--- config.mk ---
export PLATFORM = sky130hd
export DESIGN_NAME = nbg_alu
export DESIGN_NICKNAME = d
export VERILOG_FILES = /design/src/rtl/nbg_pkg.sv /design/src/rtl/nbg_alu.sv
export SDC_FILE = /design/constraint.sdc
export NUM_CORES = 2
export LEC_CHECK = 0
export BUFFER_PORTS_ARGS = -buffer_cell sky130_fd_sc_hd__buf_2
export CAP_MARGIN = 15
export CORE_MARGIN = 2
export CORE_UTILIZATION = 35
export CTS_BUF_LIST = sky130_fd_sc_hd__clkbuf_8 sky130_fd_sc_hd__clkbuf_16
export DETAILED_ROUTE_END_ITERATION = 10
export PLACE_DENSITY = 0.51
export SLEW_MARGIN = 20
export SYNTH_ARGS = -nofsm -noshare
export SYNTH_HDL_FRONTEND = slang
export SYNTH_SLANG_ARGS = --single-unit
export TNS_END_PERCENT = 100
--- constraint.sdc ---
create_clock -name clk_i -period 10.7 [get_ports clk_i]
set_input_delay 1.07 -clock clk_i [delete_from_list [all_inputs] [get_ports clk_i]]
set_output_delay 1.07 -clock clk_i [all_outputs]
set_load 0.02 [all_outputs]
--- src/rtl/nbg_pkg.sv ---
package nbg_pkg;

  localparam int unsigned AccW  = 64;
  localparam int unsigned CntW  = 7;
  localparam int unsigned CfgW  = 31;
  localparam int unsigned MassW = 31;
  localparam int unsigned IoW   = 32;

  localparam logic [1:0] CfgGravity = 2'd0;
  localparam logic [1:0] CfgDelta   = 2'd1;
  localparam logic [1:0] CfgCount   = 2'd2;
  localparam logic [1:0] CfgMinDist = 2'd3;

  localparam logic ReqLoad = 1'b0;
  localparam logic ReqStep = 1'b1;

  localparam logic [3:0] StepDistSq  = 4'd2;
  localparam logic [3:0] StepLastAdv = 4'd1;
  localparam logic [3:0] StepLastCal = 4'd15;

  typedef enum logic [1:0] {
    OP_MUL,
    OP_DIV,
    OP_SQRT
  } alu_op_e;

  typedef enum logic [3:0] {
    S_IDLE,
    S_RD_A,
    S_RD_B,
    S_CAP_B,
    S_CALC,
    S_WR_A,
    S_WR_B,
    S_NEXT,
    S_RD_E,
    S_CAP_E,
    S_ADV,
    S_OUT
  } state_e;

  typedef struct packed {
    logic            start;
    alu_op_e         op;
    logic [AccW-1:0] a;
    logic [AccW-1:0] b;
  } alu_req_t;

  typedef struct packed {
    logic busy;
    logic done;
  } alu_rsp_t;

endpackage

--- src/rtl/nbg_alu.sv ---
module nbg_alu (
  input  logic                         clk_i,
  input  logic                         rst_ni,
  input  nbg_pkg::alu_req_t            req_i,
  output nbg_pkg::alu_rsp_t            rsp_o,
  output logic [nbg_pkg::AccW-1:0]     res_o
);
  import nbg_pkg::*;

  localparam logic [AccW-1:0] SqrtTop = AccW'(1) << (AccW - 2);

  logic            busy_q, done_q;
  logic [5:0]      cnt_q;
  alu_op_e         op_q;
  logic            ovf_q, ovf_d;
  logic [AccW-1:0] r0_q, r0_d, r1_q, r1_d, r2_q, r2_d;
  logic [AccW:0]   sum, rem2, trial;
  logic [5:0]      last_cnt;
  logic            launch;

  assign launch   = req_i.start && !busy_q;
  assign last_cnt = (op_q == OP_SQRT) ? 6'd31 : 6'd63;

  always_comb begin
    r0_d  = r0_q;
    r1_d  = r1_q;
    r2_d  = r2_q;
    ovf_d = ovf_q;
    sum   = '0;
    rem2  = '0;
    trial = '0;
    case (op_q)
      OP_MUL: begin
        sum   = {1'b0, r0_q[AccW-2:0], 1'b0} +
                {1'b0, (r1_q[AccW-1] ? r2_q : {AccW{1'b0}})};
        ovf_d = ovf_q | r0_q[AccW-1] | sum[AccW];
        r0_d  = sum[AccW-1:0];
        r1_d  = {r1_q[AccW-2:0], 1'b0};
      end
      OP_DIV: begin
        rem2 = {r0_q, r1_q[AccW-1]};
        if (rem2 >= {1'b0, r2_q}) begin
          trial = rem2 - {1'b0, r2_q};
          r0_d  = trial[AccW-1:0];
          r1_d  = {r1_q[AccW-2:0], 1'b1};
        end else begin
          r0_d = rem2[AccW-1:0];
          r1_d = {r1_q[AccW-2:0], 1'b0};
        end
      end
      OP_SQRT: begin
        trial = {1'b0, r1_q} + {1'b0, r2_q};
        if ({1'b0, r0_q} >= trial) begin
          r0_d = r0_q - trial[AccW-1:0];
          r1_d = (r1_q >> 1) + r2_q;
        end else begin
          r1_d = r1_q >> 1;
        end
        r2_d = r2_q >> 2;
      end
      default: begin
      end
    endcase
  end

  always_ff @(posedge clk_i or negedge rst_ni) begin
    if (!rst_ni) begin
      busy_q <= 1'b0;
      done_q <= 1'b0;
      cnt_q  <= '0;
    end else begin
      done_q <= 1'b0;
      if (launch) begin
        busy_q <= 1'b1;
        cnt_q  <= '0;
      end else if (busy_q) begin
        cnt_q <= cnt_q + 6'd1;
        if (cnt_q == last_cnt) begin
          busy_q <= 1'b0;
          done_q <= 1'b1;
        end
      end
    end
  end

  always_ff @(posedge clk_i) begin
    if (launch) begin
      op_q  <= req_i.op;
      ovf_q <= 1'b0;
      case (req_i.op)
        OP_MUL: begin
          r0_q <= '0;
          r1_q <= req_i.b;
          r2_q <= req_i.a;
        end
        OP_DIV: begin
          r0_q <= '0;
          r1_q <= req_i.a;
          r2_q <= req_i.b;
        end
        default: begin
          r0_q <= req_i.a;
          r1_q <= '0;
          r2_q <= SqrtTop;
        end
      endcase
    end else if (busy_q) begin
      ovf_q <= ovf_d;
      r0_q  <= r0_d;
      r1_q  <= r1_d;
      r2_q  <= r2_d;
    end
  end

  always_comb begin
    case (op_q)
      OP_MUL:  res_o = ovf_q ? '1 : r0_q;
      default: res_o = r1_q;
    endcase
  end

  assign rsp_o.busy = busy_q;
  assign rsp_o.done = done_q;

endmodule

==> results.json <==
{
  "drc": 0,
  "p_leak_nw": 15.0,
  "final_cells": 5401,
  "port_buffers": 198,
  "drv_cap": 0,
  "crit_required_ns": 10.93,
  "clock-root-buffer": "clkbuf_16",
  "grt_first_pass_wirelength_um": 217000,
  "path_cells": "ha_1, a21o_1, a21o_1, a221oi_1, o21bai_1, and2_1, o21bai_2, a211oi_2, a22oi_2, nor3_1, nor3_1, xor2_1, ha_1, and3_1, nand2_2, nor4_4, and3_1, a41o_1, nor2_1, nor4_4, nand3_4, a311oi_4, buf_4",
  "cts_tree": "built",
  "fin_nets": 4666,
  "drive_gt1_share_pct": 8.62,
  "slew_headroom_pct": 14.4,
  "grt_antenna_before_repair": 3,
  "yosysMostFrequentCell": "a21oi_1",
  "timing.final.hold_violations": 0,
  "rsz0062_at_grt": "false",
  "crit_slowest_cell": "buf_4",
  "synthCells": 4184,
  "syn2layout_area_growth_pct": 8.62,
  "worst_slack_ns": 2.32,
  "gp_congestion": 1.01,
  "endpoint_kind": "register",
  "synth_area_sq_mm": 0.0318,
  "p_per_area_mw_per_mm2": 381,
  "ys_top_cells_by_area": "edfxtp_1, ha_1, a21oi_1, nor2_1, a21o_1",
  "grt_pass1_vias": 32200,
  "path_max_fanout": 64,
  "setup_tns_ns": 0,
  "critPathArrivalTime_ns": 8.62,
  "cts_hold_buf": 0,
  "status": "completed",
  "vias": 34100,
  "synth_common_cells": "a21oi_1, nor2_1, nand2_1",
  "synth_edf_count": 194,
  "cts_buffer_depth": 3,
  "fillers": 9607,
  "period_share_pct": 78.4,
  "synth_top_area_share_pct": 18.3,
  "worstMarginPinSlew_ns": 1.27,
  "final-setup-viol-count": 0,
  "drv_slew": 0,
  "worst_ir_drop_vdd_v": 0.000167,
  "startpoint_type": "register",
  "cts_buffers": 30,
  "ys_seq_elements": 203,
  "drt_iter0_markers": 3625,
  "gr-total-overflow": 0,
  "clk_pin_slew_worst_paths_ns": 0.06,
  "cts_resized": 0,
  "wl_per_cell_um": 27.6,
  "seq_area_frac_synth_pct": 19.0,
  "h-tree-depth": 1,
  "post-place-ws_ns": 2.39,
  "max_stage_delay_ns": 0.81,
  "synth_nets": 4645,
  "insertion_delay_ns": 0.62,
  "rows": 110,
  "ios": 199,
  "critPathBufInv": 1,
  "synthArstFlopShare_pct": 3.94,
  "die_w_um": 305,
  "n_antenna_cell": 0,
  "start_util_pct": 35.3,
  "dpl_cell_area_sq_mm": 0.0337,
  "drtAntennaViolNets": 0,
  "dp.cells": 5349,
  "grtUsageTotal_pct": 30.7,
  "fin_skew_ns": 0.0220,
  "vias_per_cell": 6.31,
  "core-area_sq_mm": 0.0900,
  "hp-class": "in2async",
  "hpwl_um": 117000,
  "die_area_sq_mm": 0.0933,
  "fmax_ghz": 0.119,
  "postCtsSetupBuffers": 0,
  "crit_family": "compound AO/OA/AOI/OAI gates",
  "routed_wl_um": 149000,
  "fin_crit_ns": 8.38,
  "synth.distinct_cells": 105,
  "yosysTopAreaCell": "edfxtp_1",
  "avgSynthCellArea_sq_um": 7.60,
  "path_class": "reg2reg",
  "die_h_um": 305,
  "grt_max_degree": 65,
  "ys_warn_count": 0,
  "design_area_sq_mm": 0.0345,
  "clock_sinks": 203,
  "drtPass1Iterations": 8,
  "synth_flop_cell": "edfxtp_1"
}
==> cells in the final DEF (no fill, tap or decap), types with 139 or more instances in the layout <==
cell / synthesis / layout
a21o_1: 196 / 196
edfxtp_1: 194 / 194
nor2_1: 419 / 416
o21ai_0: 267 / 266
a21oi_1: 491 / 489
ha_1: 323 / 320
mux2i_1: 139 / 139
inv_1: 172 / 186
buf_2: 17 / 197
nand2_1: 337 / 335
xnor2_1: 157 / 157
==> area by class of cell <==
cell class	instances	area [sq um]	area share, %
Tap cell	1176	1470	4.26
Inverter	176	663	1.92
Multi-Input combinational cell	3555	24200	70.0
Clock inverter	20	82.6	0.239
Sequential cell	203	6050	17.5
Clock buffer	32	790	2.29
Timing Repair Buffer	239	1330	3.84
==> per-layer routing <==
layer  wire, um  GRT usage (%)
met3      10400           3.45
met1      66200           42.5
met5          0              0
met2      66500           48.9
met4       6020           11.4
==> power by group <==
group | internal, mW | switching, mW | leakage (nW)
Sequential | 1.27 | 0.511 | 2.02
Combinational | 3.80 | 6.64 | 12.5
Clock | 0.519 | 0.433 | 0.479
Total | 5.59 | 7.58 | 15.0
==> per-stage QoR <==
step / total power [mW] / util [%] / hold slack (ns)
after floorplan: 9.03 / - / 0.471
after global placement: 12.0 / 37.4 / 0.495
after detailed placement: 11.9 / 37.4 / 0.500
after CTS: 12.9 / 38.4 / 0.265
after global routing: 14.1 / 38.4 / 0.290
final: 13.2 / 38.4 / 0.291
==> state kept, by name, indices dropped and copies added, names as in the netlist <==
name	flops
done_q	1
op_q	2
r2_q	64
r0_q	64
r1_q	64
ovf_q	1
cnt_q	6
busy_q	1
==> final timing paths <==
path,from,endpoint,slack [ns],cells past startpoint
min,rst_ni,done_q,0.29,1
max,r1_q[22],r0_q[32],2.32,23
max reg2reg,r1_q[22],r0_q[32],2.32,23
max in group asynchronous,rst_ni,cnt_q[5],10.24,1
min in group clk_i,cnt_q[5],cnt_q[5],0.50,1
min reg2reg,cnt_q[5],cnt_q[5],0.50,1
==> cells by family after synthesis <==
logic type	count (synthesis)	share of synthesized area, %
flip-flops	203	19.0
AO/OA/AOI/OAI	1598	32.7
adder cells (fa/ha/maj)	328	13.0
AND/OR/NAND/NOR	1196	17.3
XOR/XNOR	276	7.60
buffers and inverters	426	5.34
multiplexers	157	5.01
(Power assumes the default switching activity.)
